## src/rtl/addressable_led_chain_driver_assert.svh

```systemverilog
`ifndef ADDRESSABLE_LED_CHAIN_DRIVER_ASSERT_SVH
`define ADDRESSABLE_LED_CHAIN_DRIVER_ASSERT_SVH

// condition holds on every edge out of reset
`define ALDC_ASSERT_ALWAYS(label, clk, rst, cond, msg) \
   label: assert property (@(posedge clk) disable iff (rst) (cond)) else $error(msg);

// antecedent implies consequent on the same edge
`define ALDC_ASSERT_IMPLIES(label, clk, rst, ante, cons, msg) \
   label: assert property (@(posedge clk) disable iff (rst) (ante) |-> (cons)) \
      else $error(msg);

`endif

```

## src/rtl/aldc_pkg.sv

```systemverilog
`default_nettype none

package aldc_pkg;

   localparam int PIXEL_COUNT = 64;
   localparam int IDX_W       = (PIXEL_COUNT > 1) ? $clog2(PIXEL_COUNT) : 1;
   localparam int POS_W       = 8;
   localparam int COLOR_W     = 8;
   localparam int PIXEL_W     = 3 * COLOR_W;
   localparam int BIT_POS_W   = 5;
   localparam int TICK_W      = 16;
   localparam int PULSE_W     = 10;
   localparam int CMD_W       = 3;
   localparam int CSR_ADDR_W  = 5;
   localparam int CSR_DATA_W  = 32;
   localparam int SCALE_STEPS = COLOR_W;
   localparam int STEP_W      = $clog2(SCALE_STEPS);
   localparam int PROD_W      = 2 * COLOR_W;

   localparam logic [COLOR_W-1:0] BRIGHTNESS_RST = 8'd255;
   localparam logic [PULSE_W-1:0] ZERO_HIGH_RST  = 10'd54;
   localparam logic [PULSE_W-1:0] ONE_HIGH_RST   = 10'd126;
   localparam logic [PULSE_W-1:0] BIT_LOW_RST    = 10'd144;
   localparam logic [TICK_W-1:0]  LATCH_LOW_RST  = 16'd10800;

   typedef enum logic [CMD_W-1:0] {
      CMD_SET   = 3'd0,
      CMD_CLEAR = 3'd1,
      CMD_READ  = 3'd2,
      CMD_START = 3'd3,
      CMD_TICK  = 3'd4
   } cmd_type;

   typedef enum logic [1:0] {
      PH_HIGH  = 2'd0,
      PH_LOW   = 2'd1,
      PH_LATCH = 2'd2
   } phase_type;

   typedef enum logic [1:0] {
      ST_IDLE  = 2'd0,
      ST_READ  = 2'd1,
      ST_FETCH = 2'd2,
      ST_SCALE = 2'd3
   } state_type;

   typedef enum logic [2:0] {
      REG_BRIGHTNESS = 3'd0,
      REG_ZERO_HIGH  = 3'd1,
      REG_ONE_HIGH   = 3'd2,
      REG_BIT_LOW    = 3'd3,
      REG_LATCH_LOW  = 3'd4
   } reg_type;

   typedef struct packed {
      logic write;
      logic clear;
      logic read;
   } store_ctl_type;

endpackage

`default_nettype wire

```

## src/rtl/aldc_if.sv

```systemverilog
`default_nettype none

interface aldc_req_if;
   logic                          valid;
   logic                          ready;
   logic [aldc_pkg::CMD_W-1:0]    command;
   logic [aldc_pkg::POS_W-1:0]    pixel_index;
   logic [aldc_pkg::COLOR_W-1:0]  red_in;
   logic [aldc_pkg::COLOR_W-1:0]  green_in;
   logic [aldc_pkg::COLOR_W-1:0]  blue_in;

   modport source (output valid, command, pixel_index, red_in, green_in, blue_in,
                   input ready);
   modport sink   (input valid, command, pixel_index, red_in, green_in, blue_in,
                   output ready);
endinterface

interface aldc_rsp_if;
   logic                          valid;
   logic                          ready;
   logic                          line_level;
   logic                          busy_res;
   logic [aldc_pkg::COLOR_W-1:0]  red_out;
   logic [aldc_pkg::COLOR_W-1:0]  green_out;
   logic [aldc_pkg::COLOR_W-1:0]  blue_out;

   modport source (output valid, line_level, busy_res, red_out, green_out, blue_out,
                   input ready);
   modport sink   (input valid, line_level, busy_res, red_out, green_out, blue_out,
                   output ready);
endinterface

`default_nettype wire

```

## src/rtl/aldc_store.sv

```systemverilog
`default_nettype none

module aldc_store (
   input  logic                             clock,
   input  logic                             reset,
   input  aldc_pkg::store_ctl_type          ctl,
   input  logic [aldc_pkg::IDX_W-1:0]       wr_addr,
   input  logic [aldc_pkg::PIXEL_W-1:0]     wr_data,
   input  logic [aldc_pkg::IDX_W-1:0]       rd_addr,
   output logic [aldc_pkg::PIXEL_W-1:0]     rd_data
);

   logic [aldc_pkg::PIXEL_W-1:0]     pixel_mem [aldc_pkg::PIXEL_COUNT];
   logic [aldc_pkg::PIXEL_COUNT-1:0] valid_ff;
   logic [aldc_pkg::PIXEL_COUNT-1:0] valid_in;
   logic [aldc_pkg::PIXEL_W-1:0]     rd_data_ff;
   logic                             rd_hit_ff;

   // entry without valid bit reads as zero
   always_comb begin
      valid_in = valid_ff;
      if (ctl.clear) begin
         valid_in = '0;
      end else if (ctl.write) begin
         valid_in[wr_addr] = 1'b1;
      end
   end

   always_ff @(posedge clock) begin
      if (reset) begin
         valid_ff <= '0;
      end else begin
         valid_ff <= valid_in;
      end
   end

   always_ff @(posedge clock) begin
      if (ctl.write) begin
         pixel_mem[wr_addr] <= wr_data;
      end
   end

   always_ff @(posedge clock) begin
      if (ctl.read) begin
         rd_data_ff <= pixel_mem[rd_addr];
         rd_hit_ff  <= valid_ff[rd_addr];
      end
   end

   assign rd_data = rd_hit_ff ? rd_data_ff : '0;

endmodule

`default_nettype wire

```

## src/rtl/aldc_scale.sv

```systemverilog
`default_nettype none

module aldc_scale (
   input  logic                          clock,
   input  logic                          reset,
   input  logic                          start,
   input  logic [aldc_pkg::COLOR_W-1:0]  brightness,
   input  logic [aldc_pkg::PIXEL_W-1:0]  pixel,
   output logic                          done,
   output logic [aldc_pkg::PIXEL_W-1:0]  grb
);

   logic                                          busy_ff;
   logic                                          done_ff;
   logic [aldc_pkg::STEP_W-1:0]                   step_ff;
   logic [aldc_pkg::COLOR_W-1:0]                  bright_ff;
   logic [2:0][aldc_pkg::COLOR_W-1:0]             color_ff;
   logic [2:0][aldc_pkg::PROD_W-1:0]              acc_ff;
   logic [2:0][aldc_pkg::PROD_W-1:0]              acc_in;
   logic                                          last_step;

   assign last_step = (step_ff == aldc_pkg::STEP_W'(aldc_pkg::SCALE_STEPS - 1));

   // one brightness bit per cycle, MSB first; lanes 0, 1, 2 are blue, green, red
   always_comb begin
      for (int l = 0; l < 3; l++) begin
         acc_in[l] = {acc_ff[l][aldc_pkg::PROD_W-2:0], 1'b0}
                   + (bright_ff[aldc_pkg::COLOR_W-1]
                      ? {aldc_pkg::COLOR_W'(0), color_ff[l]}
                      : aldc_pkg::PROD_W'(0));
      end
   end

   always_ff @(posedge clock) begin
      if (reset) begin
         busy_ff <= 1'b0;
         done_ff <= 1'b0;
         step_ff <= '0;
      end else begin
         done_ff <= busy_ff && last_step;
         if (start) begin
            busy_ff <= 1'b1;
            step_ff <= '0;
         end else if (busy_ff) begin
            step_ff <= step_ff + aldc_pkg::STEP_W'(1);
            if (last_step) begin
               busy_ff <= 1'b0;
            end
         end
      end
   end

   always_ff @(posedge clock) begin
      if (start) begin
         acc_ff    <= '0;
         bright_ff <= brightness;
         color_ff  <= pixel;
      end else if (busy_ff) begin
         acc_ff    <= acc_in;
         bright_ff <= {bright_ff[aldc_pkg::COLOR_W-2:0], 1'b0};
      end
   end

   assign done = done_ff;
   assign grb  = {acc_ff[1][aldc_pkg::PROD_W-1:aldc_pkg::COLOR_W],
                  acc_ff[2][aldc_pkg::PROD_W-1:aldc_pkg::COLOR_W],
                  acc_ff[0][aldc_pkg::PROD_W-1:aldc_pkg::COLOR_W]};

endmodule

`default_nettype wire

```

## src/rtl/addressable_led_chain_driver.sv

```systemverilog
// Serial pixel line driver. Each request carries one command (set pixel, clear all,
// read pixel, start frame, tick) and yields exactly one response with the line level,
// the busy flag and, for a read, the stored colour. Only tick requests advance the
// waveform, so a caller drives one tick per time unit. Set, clear, tick and ignored
// commands are answered straight from the idle state; a read passes through a read
// state for the registered read port of the pixel store; a start, or a tick that
// moves on to the next pixel, goes through a store read and the 8-step bit-serial
// brightness multiply. The store is zero after reset through per-entry valid bits,
// with no clearing pass. A pending response admits a request only as it is taken.
`default_nettype none
`include "addressable_led_chain_driver_assert.svh"

module addressable_led_chain_driver (
   input  logic                                clock,
   input  logic                                reset,
   aldc_req_if.sink                            req_chan,
   aldc_rsp_if.source                          rsp_chan,
   input  logic                                psel,
   input  logic                                penable,
   input  logic                                pwrite,
   input  logic [aldc_pkg::CSR_ADDR_W-1:0]     paddr,
   input  logic [aldc_pkg::CSR_DATA_W-1:0]     pwdata,
   output logic [aldc_pkg::CSR_DATA_W-1:0]     prdata,
   output logic                                pready
);

   // configuration
   logic [aldc_pkg::COLOR_W-1:0]  brightness_ff;
   logic [aldc_pkg::PULSE_W-1:0]  zero_high_ff;
   logic [aldc_pkg::PULSE_W-1:0]  one_high_ff;
   logic [aldc_pkg::PULSE_W-1:0]  bit_low_ff;
   logic [aldc_pkg::TICK_W-1:0]   latch_low_ff;
   logic                          csr_write;
   aldc_pkg::reg_type             csr_index;

   // control and frame state
   aldc_pkg::state_type           state_ff, state_in;
   logic                          sending_ff, sending_in;
   logic [aldc_pkg::POS_W-1:0]    pos_ff, pos_in;
   logic [aldc_pkg::BIT_POS_W-1:0] bit_ff, bit_in;
   aldc_pkg::phase_type           phase_ff, phase_in;
   logic [aldc_pkg::TICK_W-1:0]   ticks_ff, ticks_in;
   logic [aldc_pkg::PIXEL_W-1:0]  shift_ff, shift_in;

   logic [aldc_pkg::TICK_W-1:0]   ticks_inc;
   logic [aldc_pkg::TICK_W-1:0]   dur;
   logic [aldc_pkg::BIT_POS_W-1:0] bit_inc;
   logic [aldc_pkg::POS_W-1:0]    pos_inc;
   logic                          need_load;
   logic [aldc_pkg::POS_W-1:0]    load_pos;

   // request side
   aldc_pkg::cmd_type             cmd;
   logic                          req_ready;
   logic                          req_fire;
   logic                          idx_in_range;
   logic                          read_in_range_ff;

   // store and scaler
   aldc_pkg::store_ctl_type       store_ctl;
   logic [aldc_pkg::IDX_W-1:0]    store_rd_addr;
   logic [aldc_pkg::PIXEL_W-1:0]  store_rd_data;
   logic                          scale_start;
   logic                          scale_done;
   logic [aldc_pkg::PIXEL_W-1:0]  scale_grb;

   // response register
   logic                          rsp_valid_ff, rsp_valid_in;
   logic                          rsp_load;
   logic                          rsp_line_ff, rsp_line_in;
   logic                          rsp_busy_ff, rsp_busy_in;
   logic [aldc_pkg::PIXEL_W-1:0]  rsp_color_ff, rsp_color_in;

   // ---------------- configuration port ----------------
   assign pready    = 1'b1;
   assign csr_write = psel && penable && pwrite;
   assign csr_index = aldc_pkg::reg_type'(paddr[aldc_pkg::CSR_ADDR_W-1:2]);

   always_ff @(posedge clock) begin
      if (reset) begin
         brightness_ff <= aldc_pkg::BRIGHTNESS_RST;
         zero_high_ff  <= aldc_pkg::ZERO_HIGH_RST;
         one_high_ff   <= aldc_pkg::ONE_HIGH_RST;
         bit_low_ff    <= aldc_pkg::BIT_LOW_RST;
         latch_low_ff  <= aldc_pkg::LATCH_LOW_RST;
      end else if (csr_write) begin
         unique case (csr_index)
            aldc_pkg::REG_BRIGHTNESS: brightness_ff <= pwdata[aldc_pkg::COLOR_W-1:0];
            aldc_pkg::REG_ZERO_HIGH:  zero_high_ff  <= pwdata[aldc_pkg::PULSE_W-1:0];
            aldc_pkg::REG_ONE_HIGH:   one_high_ff   <= pwdata[aldc_pkg::PULSE_W-1:0];
            aldc_pkg::REG_BIT_LOW:    bit_low_ff    <= pwdata[aldc_pkg::PULSE_W-1:0];
            aldc_pkg::REG_LATCH_LOW:  latch_low_ff  <= pwdata[aldc_pkg::TICK_W-1:0];
            default: ;
         endcase
      end
   end

   always_comb begin
      unique case (csr_index)
         aldc_pkg::REG_BRIGHTNESS: prdata = aldc_pkg::CSR_DATA_W'(brightness_ff);
         aldc_pkg::REG_ZERO_HIGH:  prdata = aldc_pkg::CSR_DATA_W'(zero_high_ff);
         aldc_pkg::REG_ONE_HIGH:   prdata = aldc_pkg::CSR_DATA_W'(one_high_ff);
         aldc_pkg::REG_BIT_LOW:    prdata = aldc_pkg::CSR_DATA_W'(bit_low_ff);
         aldc_pkg::REG_LATCH_LOW:  prdata = aldc_pkg::CSR_DATA_W'(latch_low_ff);
         default:                  prdata = '0;
      endcase
   end

   // ---------------- request decode ----------------
   assign cmd          = aldc_pkg::cmd_type'(req_chan.command);
   assign req_ready    = (state_ff == aldc_pkg::ST_IDLE) && (!rsp_valid_ff || rsp_chan.ready);
   assign req_chan.ready = req_ready;
   assign req_fire     = req_chan.valid && req_ready;
   assign idx_in_range = req_chan.pixel_index < aldc_pkg::POS_W'(aldc_pkg::PIXEL_COUNT);

   // ---------------- waveform sequencing ----------------
   always_comb begin
      sending_in = sending_ff;
      pos_in     = pos_ff;
      bit_in     = bit_ff;
      phase_in   = phase_ff;
      ticks_in   = ticks_ff;
      shift_in   = shift_ff;
      need_load  = 1'b0;
      load_pos   = '0;
      ticks_inc  = ticks_ff + aldc_pkg::TICK_W'(1);
      bit_inc    = bit_ff + aldc_pkg::BIT_POS_W'(1);
      pos_inc    = pos_ff + aldc_pkg::POS_W'(1);

      unique case (phase_ff)
         aldc_pkg::PH_HIGH: dur = shift_ff[aldc_pkg::PIXEL_W-1]
                                  ? aldc_pkg::TICK_W'(one_high_ff)
                                  : aldc_pkg::TICK_W'(zero_high_ff);
         aldc_pkg::PH_LOW:  dur = aldc_pkg::TICK_W'(bit_low_ff);
         default:           dur = latch_low_ff;
      endcase

      if (req_fire) begin
         unique case (cmd)
            aldc_pkg::CMD_START: begin
               if (!sending_ff) begin
                  sending_in = 1'b1;
                  pos_in     = '0;
                  bit_in     = '0;
                  phase_in   = aldc_pkg::PH_HIGH;
                  ticks_in   = '0;
                  need_load  = 1'b1;
               end
            end
            aldc_pkg::CMD_TICK: begin
               if (sending_ff) begin
                  if (ticks_inc < dur) begin
                     ticks_in = ticks_inc;
                  end else begin
                     ticks_in = '0;
                     unique case (phase_ff)
                        aldc_pkg::PH_HIGH: phase_in = aldc_pkg::PH_LOW;
                        aldc_pkg::PH_LOW: begin
                           shift_in = {shift_ff[aldc_pkg::PIXEL_W-2:0], 1'b0};
                           phase_in = aldc_pkg::PH_HIGH;
                           if (bit_inc == aldc_pkg::BIT_POS_W'(aldc_pkg::PIXEL_W)) begin
                              bit_in = '0;
                              pos_in = pos_inc;
                              if (pos_inc >= aldc_pkg::POS_W'(aldc_pkg::PIXEL_COUNT)) begin
                                 phase_in = aldc_pkg::PH_LATCH;
                              end else begin
                                 need_load = 1'b1;
                                 load_pos  = pos_inc;
                              end
                           end else begin
                              bit_in = bit_inc;
                           end
                        end
                        default: begin
                           sending_in = 1'b0;
                           phase_in   = aldc_pkg::PH_HIGH;
                           pos_in     = '0;
                           bit_in     = '0;
                           shift_in   = '0;
                        end
                     endcase
                  end
               end
            end
            default: ;
         endcase
      end

      if ((state_ff == aldc_pkg::ST_SCALE) && scale_done) begin
         shift_in = scale_grb;
      end
   end

   // ---------------- control FSM ----------------
   always_comb begin
      state_in = state_ff;
      unique case (state_ff)
         aldc_pkg::ST_IDLE: begin
            if (req_fire) begin
               if (need_load) begin
                  state_in = aldc_pkg::ST_FETCH;
               end else if (cmd == aldc_pkg::CMD_READ) begin
                  state_in = aldc_pkg::ST_READ;
               end
            end
         end
         aldc_pkg::ST_READ:  state_in = aldc_pkg::ST_IDLE;
         aldc_pkg::ST_FETCH: state_in = aldc_pkg::ST_SCALE;
         aldc_pkg::ST_SCALE: begin
            if (scale_done) begin
               state_in = aldc_pkg::ST_IDLE;
            end
         end
         default: state_in = aldc_pkg::ST_IDLE;
      endcase
   end

   always_comb begin
      store_ctl    = '0;
      scale_start  = 1'b0;
      rsp_load     = 1'b0;
      rsp_line_in  = sending_ff && (phase_ff == aldc_pkg::PH_HIGH);
      rsp_busy_in  = sending_ff;
      rsp_color_in = '0;
      unique case (state_ff)
         aldc_pkg::ST_IDLE: begin
            store_ctl.write = req_fire && (cmd == aldc_pkg::CMD_SET) && !sending_ff
                              && idx_in_range;
            store_ctl.clear = req_fire && (cmd == aldc_pkg::CMD_CLEAR) && !sending_ff;
            store_ctl.read  = req_fire && ((cmd == aldc_pkg::CMD_READ) || need_load);
            rsp_load        = req_fire && !need_load && (cmd != aldc_pkg::CMD_READ);
            rsp_line_in     = sending_in && (phase_in == aldc_pkg::PH_HIGH);
            rsp_busy_in     = sending_in;
         end
         aldc_pkg::ST_READ: begin
            rsp_load     = 1'b1;
            rsp_color_in = read_in_range_ff ? store_rd_data : '0;
         end
         aldc_pkg::ST_FETCH: scale_start = 1'b1;
         aldc_pkg::ST_SCALE: rsp_load = scale_done;
         default: ;
      endcase
   end

   assign store_rd_addr = need_load ? load_pos[aldc_pkg::IDX_W-1:0]
                                    : req_chan.pixel_index[aldc_pkg::IDX_W-1:0];

   aldc_store u_store (
      .clock   (clock),
      .reset   (reset),
      .ctl     (store_ctl),
      .wr_addr (req_chan.pixel_index[aldc_pkg::IDX_W-1:0]),
      .wr_data ({req_chan.red_in, req_chan.green_in, req_chan.blue_in}),
      .rd_addr (store_rd_addr),
      .rd_data (store_rd_data)
   );

   aldc_scale u_scale (
      .clock      (clock),
      .reset      (reset),
      .start      (scale_start),
      .brightness (brightness_ff),
      .pixel      (store_rd_data),
      .done       (scale_done),
      .grb        (scale_grb)
   );

   // ---------------- registers ----------------
   always_comb begin
      if (rsp_load) begin
         rsp_valid_in = 1'b1;
      end else if (rsp_chan.ready) begin
         rsp_valid_in = 1'b0;
      end else begin
         rsp_valid_in = rsp_valid_ff;
      end
   end

   always_ff @(posedge clock) begin
      if (reset) begin
         state_ff     <= aldc_pkg::ST_IDLE;
         sending_ff   <= 1'b0;
         pos_ff       <= '0;
         bit_ff       <= '0;
         phase_ff     <= aldc_pkg::PH_HIGH;
         ticks_ff     <= '0;
         shift_ff     <= '0;
         rsp_valid_ff <= 1'b0;
      end else begin
         state_ff     <= state_in;
         sending_ff   <= sending_in;
         pos_ff       <= pos_in;
         bit_ff       <= bit_in;
         phase_ff     <= phase_in;
         ticks_ff     <= ticks_in;
         shift_ff     <= shift_in;
         rsp_valid_ff <= rsp_valid_in;
      end
   end

   always_ff @(posedge clock) begin
      if (req_fire) begin
         read_in_range_ff <= idx_in_range;
      end
      if (rsp_load) begin
         rsp_line_ff  <= rsp_line_in;
         rsp_busy_ff  <= rsp_busy_in;
         rsp_color_ff <= rsp_color_in;
      end
   end

   assign rsp_chan.valid      = rsp_valid_ff;
   assign rsp_chan.line_level = rsp_line_ff;
   assign rsp_chan.busy_res   = rsp_busy_ff;
   assign rsp_chan.red_out    = rsp_color_ff[3*aldc_pkg::COLOR_W-1:2*aldc_pkg::COLOR_W];
   assign rsp_chan.green_out  = rsp_color_ff[2*aldc_pkg::COLOR_W-1:aldc_pkg::COLOR_W];
   assign rsp_chan.blue_out   = rsp_color_ff[aldc_pkg::COLOR_W-1:0];

   // ---------------- assertions ----------------
   `ALDC_ASSERT_ALWAYS(a_bit_pos_range, clock, reset,
      bit_ff < aldc_pkg::BIT_POS_W'(aldc_pkg::PIXEL_W), "bit position past pixel width")
   `ALDC_ASSERT_ALWAYS(a_pixel_pos_range, clock, reset,
      pos_ff <= aldc_pkg::POS_W'(aldc_pkg::PIXEL_COUNT), "pixel position past chain")
   `ALDC_ASSERT_IMPLIES(a_idle_frame_clean, clock, reset, !sending_ff,
      (pos_ff == '0) && (bit_ff == '0) && (phase_ff == aldc_pkg::PH_HIGH),
      "frame counters not cleared while idle")
   `ALDC_ASSERT_IMPLIES(a_latch_drained, clock, reset, phase_ff == aldc_pkg::PH_LATCH,
      (shift_ff == '0) && (bit_ff == '0), "latch gap entered with bits left")
   `ALDC_ASSERT_IMPLIES(a_busy_no_rsp, clock, reset, state_ff != aldc_pkg::ST_IDLE,
      !rsp_valid_ff, "response pending during multi-cycle request")

endmodule

`default_nettype wire

```

## src/flat_wrapper.sv

```systemverilog
// flat-port wrapper written by rule: the top's interface ports become plain ports
module addressable_led_chain_driver_flat 
  (clock, reset, psel, penable, pwrite, paddr, pwdata, prdata, pready, req_chan_valid, req_chan_command, req_chan_pixel_index, req_chan_red_in, req_chan_green_in, req_chan_blue_in, req_chan_ready, rsp_chan_valid, rsp_chan_line_level, rsp_chan_busy_res, rsp_chan_red_out, rsp_chan_green_out, rsp_chan_blue_out, rsp_chan_ready);
  aldc_req_if req_chan_i ();
  aldc_rsp_if rsp_chan_i ();
  input  logic clock;
  input  logic reset;
  input  logic psel;
  input  logic penable;
  input  logic pwrite;
  input  logic [aldc_pkg::CSR_ADDR_W-1:0] paddr;
  input  logic [aldc_pkg::CSR_DATA_W-1:0] pwdata;
  output logic [aldc_pkg::CSR_DATA_W-1:0] prdata;
  output logic pready;
  input wire logic [$bits(req_chan_i.valid)-1:0] req_chan_valid;
  input wire logic [$bits(req_chan_i.command)-1:0] req_chan_command;
  input wire logic [$bits(req_chan_i.pixel_index)-1:0] req_chan_pixel_index;
  input wire logic [$bits(req_chan_i.red_in)-1:0] req_chan_red_in;
  input wire logic [$bits(req_chan_i.green_in)-1:0] req_chan_green_in;
  input wire logic [$bits(req_chan_i.blue_in)-1:0] req_chan_blue_in;
  output wire logic [$bits(req_chan_i.ready)-1:0] req_chan_ready;
  output wire logic [$bits(rsp_chan_i.valid)-1:0] rsp_chan_valid;
  output wire logic [$bits(rsp_chan_i.line_level)-1:0] rsp_chan_line_level;
  output wire logic [$bits(rsp_chan_i.busy_res)-1:0] rsp_chan_busy_res;
  output wire logic [$bits(rsp_chan_i.red_out)-1:0] rsp_chan_red_out;
  output wire logic [$bits(rsp_chan_i.green_out)-1:0] rsp_chan_green_out;
  output wire logic [$bits(rsp_chan_i.blue_out)-1:0] rsp_chan_blue_out;
  input wire logic [$bits(rsp_chan_i.ready)-1:0] rsp_chan_ready;
  assign req_chan_i.valid = req_chan_valid;
  assign req_chan_i.command = req_chan_command;
  assign req_chan_i.pixel_index = req_chan_pixel_index;
  assign req_chan_i.red_in = req_chan_red_in;
  assign req_chan_i.green_in = req_chan_green_in;
  assign req_chan_i.blue_in = req_chan_blue_in;
  assign req_chan_ready = req_chan_i.ready;
  assign rsp_chan_valid = rsp_chan_i.valid;
  assign rsp_chan_line_level = rsp_chan_i.line_level;
  assign rsp_chan_busy_res = rsp_chan_i.busy_res;
  assign rsp_chan_red_out = rsp_chan_i.red_out;
  assign rsp_chan_green_out = rsp_chan_i.green_out;
  assign rsp_chan_blue_out = rsp_chan_i.blue_out;
  assign rsp_chan_i.ready = rsp_chan_ready;
  addressable_led_chain_driver u_core (.clock(clock), .reset(reset), .req_chan(req_chan_i), .rsp_chan(rsp_chan_i), .psel(psel), .penable(penable), .pwrite(pwrite), .paddr(paddr), .pwdata(pwdata), .prdata(prdata), .pready(pready));
endmodule
```

## config.mk

```make
export PLATFORM = sky130hd
export DESIGN_NAME = addressable_led_chain_driver_flat
export DESIGN_NICKNAME = d
export VERILOG_FILES = /design/src/rtl/aldc_pkg.sv /design/src/rtl/aldc_if.sv /design/src/rtl/aldc_store.sv /design/src/rtl/aldc_scale.sv /design/src/rtl/addressable_led_chain_driver.sv /design/src/flat_wrapper.sv
export VERILOG_INCLUDE_DIRS = /design/src /design/src/rtl
export SDC_FILE = /design/constraint.sdc
export NUM_CORES = 2
export LEC_CHECK = 0
export BUFFER_PORTS_ARGS = -buffer_cell sky130_fd_sc_hd__buf_4
export CORE_ASPECT_RATIO = 0.5
export CORE_MARGIN = 3
export CORE_UTILIZATION = 30
export DETAILED_ROUTE_END_ITERATION = 10
export PLACE_DENSITY = 0.49
export SLEW_MARGIN = 20
export SYNTH_ARGS = -nofsm -noshare
export SYNTH_HDL_FRONTEND = slang
export SYNTH_SLANG_ARGS = --single-unit
```

## constraint.sdc

```tcl
create_clock -name clock -period 16.3 [get_ports clock]
set_clock_uncertainty 0.15 [all_clocks]
set_input_delay 2.445 -clock clock [delete_from_list [all_inputs] [get_ports clock]]
set_output_delay 2.445 -clock clock [all_outputs]
set_load 0.005 [all_outputs]
```

-- Yosys cells after proc, flatten, opt, wreduce, memory -nomap -nowiden
Memory sizes are Yosys's and may differ from the RTL's. A register that Yosys moved wholly into a read port is not among the register bits.
Index checks and enable logic that the tools add are counted.
- $add $sub $neg: 7
- multiply operators: 0
- div/mod/pow operators: 0
- order comparisons: 6
- equality and inequality tests: 25
- shift-type cells: 0
- multiplexer cells: 81
- bitwise operators: 1
- reduce and logical (&&, ||, !) cells: 47
- operator list (kind ; number):
    2-to-1 mux 24 bit ; 6
    one-hot mux 16 bit (5 select lines) ; 1
    2-to-1 mux 8 bit ; 9
    OR 64 bit ; 1
    one-hot mux 16 bit (2 select lines) ; 2
    adder 16 x 8 -> 16 bit ; 3
    2-to-1 mux 16 bit ; 3
    2-to-1 mux 6 bit ; 8
    one-hot mux 24 bit (2 select lines) ; 1
    one-hot mux 8 bit (2 select lines) ; 2
    2-to-1 mux 1 bit ; 23
    2-to-1 mux 2 bit ; 10
    2-to-1 mux 5 bit ; 4
    one-hot mux 5 bit (2 select lines) ; 2
    logical AND 1 bit ; 17
    adder 16 x 1 -> 16 bit, second input constant ; 1
    less-than comparator 16 bit ; 1
    less-than comparator 6 x 7 -> 1 bit, second input constant ; 2
    equality test 3 x 2 -> 1 bit, second input constant ; 4
    AND reduction 2 bit ; 6
    nonzero test 2 bit ; 6
    2-to-1 mux 10 bit ; 1
    != test 2 bit, second input constant ; 5
    equality test 3 bit, second input constant ; 3
    29 further kinds ; 46
- register bits: 290
- latch bits: 0
- memory bits (writable): 1536
- memory bits (read-only): 0
- input bits: 79
- output and inout port bits: 61
- word-level logic and storage cells: 197
- memories kept: 1
- memory list (memory ; depth ; width ; rd ports ; clocked after Yosys merged registers in ; wr ports ; line ; text):
    u_core.u_store.pixel_mem ; 64 ; 24 ; 1 ; 1 ; 1 ; aldc_store.sv:13 ; logic [aldc_pkg::PIXEL_W-1:0] pixel_mem [aldc_pkg::PIXEL_COUNT];

-- Depth between registers and ports, before layout
- depth after elaboration: 14
- depth in mapped cells: 24
- depth with buffers taken out: 20

-- Hierarchy
From an unflattened synthesis, not the netlist that was laid out.
- cell total of the unflattened synthesis: 4195
- area total of the unflattened synthesis: 74482.7 um2
- modules (own cells, without submodules) (module ; instances ; cells an instance ; area each (um2) ; sequential area each (um2)):
    aldc_store ; 1 ; 2875 ; 62550.0 ; 48156.2
    addressable_led_chain_driver ; 1 ; 863 ; 7410.9 ; 3072.9
    aldc_scale ; 1 ; 457 ; 4521.8 ; 2021.9

-- Worst setup path after synthesis
No wires, ideal clock.
- path kind: input to output
- start point: input paddr[4] (netlist name)
- end point: output prdata[6] (netlist name)
- data arrival time: 3554 ps
- required time: 13705 ps
- setup slack: 10151 ps
- stages: 5
- buffers on the path: 2
- path through: clkbuf_1 > clkbuf_1 > nor2b_1 > a22oi_1 > o22ai_1
- longest elaborated chain between the ends: 2
- elaborated cells on any way between the ends: 6
- classes of those cells: eq/ne (4); mux (1); reduce/logical (1)
- ends and longest elaborated chain (what ; line ; text):
    from (decl) ; flat_wrapper.sv:11 ; input logic [aldc_pkg::CSR_ADDR_W-1:0] paddr;
    equality test 3 bit (tied with other cells) ; addressable_led_chain_driver.sv:99 ; unique case (csr_index)
    one-hot mux 16 bit (5 select lines) (*) ; addressable_led_chain_driver.sv:99 ;
    to (decl) ; flat_wrapper.sv:13 ; output logic [aldc_pkg::CSR_DATA_W-1:0] prdata;
Every way passes the cells marked *; elsewhere a longest branch is shown, timed or not.

-- Worst setup path in the final report
- start point: register u_core.ticks_ff[0] (netlist name)
- end point: register u_core.u_store.rd_data_ff[9] (netlist name), read port of u_core.u_store.pixel_mem (data pin)
- longest elaborated chain between the ends: 9
- elaborated cells on any way between the ends: 14
- classes of those cells: add/sub (1); order compare (1); mux (10); reduce/logical (2)
- ends and longest elaborated chain (what ; line ; text):
    from (decl) ; addressable_led_chain_driver.sv:42 ; logic [aldc_pkg::TICK_W-1:0] ticks_ff, ticks_in;
    from (signal assigned) ; addressable_led_chain_driver.sv:295 ; ticks_ff <= ticks_in;
    adder 16 x 1 -> 16 bit (*) ; addressable_led_chain_driver.sv:126 ; ticks_inc = ticks_ff + aldc_pkg::TICK_W'(1);
    less-than comparator 16 bit (*) ; addressable_led_chain_driver.sv:152 ; if (ticks_inc < dur) begin
    2-to-1 mux 1 bit ; addressable_led_chain_driver.sv:152 ;
    2-to-1 mux 1 bit ; addressable_led_chain_driver.sv:151 ; if (sending_ff) begin
    one-hot mux 1 bit (2 select lines) ; addressable_led_chain_driver.sv:139 ; unique case (cmd)
    2-to-1 mux 1 bit ; addressable_led_chain_driver.sv:138 ; if (req_fire) begin
    logical OR 1 bit ; addressable_led_chain_driver.sv:230 ; store_ctl.read = req_fire && ((cmd == aldc_pkg::CMD_READ) || need_load);
    logical AND 1 bit ; addressable_led_chain_driver.sv:230 ;
    2-to-1 mux 3 bit ; addressable_led_chain_driver.sv:225 ; unique case (state_ff)
    to (decl) ; aldc_store.sv:16 ; logic [aldc_pkg::PIXEL_W-1:0] rd_data_ff;
Marks and branches as above.
A chain may end at the register's enable or synchronous reset.

==> results.py <==
metrics = {
    "clock_tree": {
        "clock_sinks": 1850,
        "numCtsBuffers": 189,
        "htreeDepth": 4,
        "cts_setup_buffers": 0,
        "cts_resized": 0,
        "cts_hold_buf": 0,
        "tritoncts": "done",
        "ctsRootBufferMaster": "clkbuf_16",
        "clkTransAtPathRegs_ns": 0.07,
        "worstSkewPairLatency_ns": 0.85,
        "cts_buffer_depth": 4,
    },
    "global_route": {
        "grt_pass1_vias": 44500,
        "overflow": 0,
        "grt_use_total_pct": 17.3,
        "antenna_found_initial": 17,
        "grt_max_degree": 165,
        "grt_pass1_wl_mm": 325,
    },
    "worst_setup_path": {
        "rr_startpoint": "u_core.ticks_ff[0]",
        "critPathMaxFanout": 118,
        "r2r-end": "u_core.u_store.rd_data_ff[9]",
        "r2r_cells": 22,
        "cp.arrival_ns": 8.60,
        "cp-start-kind": "register",
        "end_kind": "register",
        "cpPeakStageDelay_ns": 0.90,
        "crit_slowest_cell": "buf_4",
        "path_common_cell": "and3_1",
        "cp_cell_sequence": "ha_1 -> and3_1 -> and3_1 -> and3_1 -> and3_1 -> and3_1 -> nand3_1 -> xnor2_1 -> ha_1 -> and4_1 -> and3_1 -> o311a_1 -> o2111ai_2 -> buf_4 -> a21oi_4 -> buf_12 -> buf_4 -> mux2i_1 -> a221oi_1 -> o21ai_0 -> nand3_1 -> or4_1",
        "regToRegSetupSlack_ns": 8.11,
        "cp.required_ns": 16.70,
        "critPathKind": "register to register",
    },
    "hold_path": {
        "whs_path_depth": 1,
        "whs_endpoint": "u_core.u_store.valid_ff[10]",
        "hold_class": "register to register",
        "min_from": "u_core.u_store.valid_ff[10]",
    },
    "sta": {
        "timing.final.crit_share_pct": 50.3,
        "period_needed_ns": 8.19,
        "tns_ns": 0,
        "hold_viol": 0,
        "tightest_slew_ns": 1.27,
        "rsz0062_at_grt": "no",
        "slew_viol_final": 0,
        "fmax_mhz": 122,
        "setup_violations": 0,
        "max_slew_margin_pct": 15.0,
        "layout_setup_ws_ns": 8.11,
    },
    "detailed_routing": {
        "vias": 47600,
        "post-route-drc-count": 0,
        "ant_nets": 0,
        "wl_per_cell_um": 24.1,
        "first_pass_iters": 5,
        "viasPerCell": 5.03,
        "drt_wl_total_mm": 228,
        "drt_iter0_drc": 4844,
    },
    "yosys": {
        "synth_edf_count": 1620,
        "ys_ff_latch": 1850,
        "syn_avg_cell_area_um2": 12.6,
        "postSynthCellCount": 5932,
        "ys_seq_area_share_pct": 71.4,
        "synth_cell_types": 66,
        "synthArstFlopShare_pct": 0,
        "synthFlopType": "edfxtp_1",
        "syn_area_um2": 74600,
        "ys_warn_count": 0,
    },
    "finish": {
        "final_common_cell": "edfxtp_1",
        "syn2layout_area_growth_pct": 14.5,
        "seqCellArea_um2": 53300,
        "multi_input_area_um2": 20100,
        "mostFrequentLayoutCells": "edfxtp_1, nand2_1, nand3_1, a21oi_1, dfxtp_1",
        "fill_cells": 24100,
        "drive_above_1_share_pct": 9.54,
        "nNetsFinal": 6111,
    },
    "die": {
        "die_area_um2": 255000,
        "rows": 128,
        "core_area_um2": 245000,
        "die_width_um": 711,
        "ioPinCount": 140,
        "dieHeight_um": 359,
        "start_util_pct": 30.4,
    },
    "placed_design": {
        "dp_hpwl_mm": 122,
        "gp_congestion": 0.786,
        "port_buffers": 104,
        "place_ws_ns": 7.53,
    },
    "outcome": {
        "status": "complete, no violations",
    },
    "power_and_ir_drop": {
        "vdd_drop_max_uv": 87.5,
        "power_density_nw_per_um2": 119,
        "leakage_uw": 0.0288,
        "finalPower_uw": 10100,
    },
    "run": {
        "max_cap_viol_count": 0,
    },
}
## worst max-delay path: cells and delay by family (launching register included)
family	cells	cell delay [ns]
DFF	1	0.40
AOI/OAI and AO/OA	5	1.53
buffers and inverters	3	1.72
muxes	1	0.29
and+or+nand+nor	10	2.86
adders and majority gates	2	0.57
xor gates and xnor gates	1	0.15
## cell families (layout without fill, tap and decap cells)
logic type	count (synthesis)	count (layout)	share of synthesized area, %
fa+ha+maj	44	44	0.768
other cells	2	33	0.0101
compound gates	856	856	7.12
xor+xnor	59	59	0.692
flops	1850	1850	71.4
simple gates	2449	2449	14.3
buf+inv	434	616	2.52
mux	238	238	3.21
## per-layer routing
metal	global-route usage [%]	wire, µm	vias to the layer above
met5	0	0	-
met4	4.19	5350	0
met3	2.70	15400	281
met2	27.5	103000	1536
met1	25.0	105000	23900
li1	-	-	21800
## power breakdown
| part | internal [µW] | switching, µW |
|---|---|---|
| Sequential | 5220 | 58.8 |
| Clock | 2330 | 1820 |
| Combinational | 219 | 501 |
## worst max-delay path by stage
stage / to / startpoint / cells past startpoint
final: u_core.u_store.rd_data_ff[9] / u_core.ticks_ff[0] / 22
after CTS: u_core.u_store.rd_data_ff[10] / u_core.ticks_ff[0] / 22
after detailed placement: u_core.u_store.rd_data_ff[10] / rsp_chan_ready / 16
after global placement: u_core.u_store.rd_data_ff[6] / rsp_chan_ready / 16
after global routing: u_core.u_store.rd_data_ff[10] / u_core.ticks_ff[0] / 23
after floorplan: prdata[6] / paddr[4] / 5
## cell usage after synthesis (50+ instances only)
cell      number  area, µm²
a221oi_1      56        490
mux2i_1      227       2270
nor4_1        53        332
edfxtp_1    1620      48600
o21a_1        64        480
nand3_1      497       2490
a31oi_1       73        457
inv_1         50        188
nor2_1       246        923
buf_1         51        191
buf_2        102        510
nor3_1        61        305
a21oi_1      406       2030
clkbuf_1     202        758
dfxtp_1      230       4600
nand2_1     1372       5150
o22ai_1       61        382
## registers in the layout, indices dropped and copies added (netlist names), 2 cells and up
register	cells
u_core.u_store.pixel_mem	1536
u_core.u_store.valid_ff	64
u_core.rsp_color_ff	24
u_core.shift_ff	24
u_core.u_scale.acc_ff	24
u_core.u_scale.color_ff	24
u_core.u_scale.grb	24
u_core.u_store.rd_data_ff	24
u_core.latch_low_ff	16
u_core.ticks_ff	16
u_core.bit_low_ff	10
u_core.one_high_ff	10
u_core.zero_high_ff	10
u_core.brightness_ff	8
u_core.pos_ff	8
u_core.u_scale.bright_ff	8
u_core.bit_ff	5
u_core.u_scale.step_ff	3
u_core.phase_ff	2
u_core.state_ff	2
## area by class of cell
type | instances | area share [%]
clock inverter | 60 | 0.488
antenna | 16 | 0.0469
clock buffer | 272 | 6.22
sequential | 1850 | 62.3
multi-input combinational | 3663 | 23.6
inverter | 50 | 0.220
timing repair buffer | 234 | 2.28
tap | 3315 | 4.85
## through the flow
stage,cell area (µm²),util (%),hold slack [ns],instances
after floorplan,74700,-,0.290,5947
after global placement,79400,32.4,0.296,9104
after detailed placement,79500,32.4,0.303,9106
after CTS,85200,34.7,0.316,9438
after global routing,85400,34.8,0.324,9445
final,85400,34.8,0.313,9460
Power figures use the tool's default switching activity.
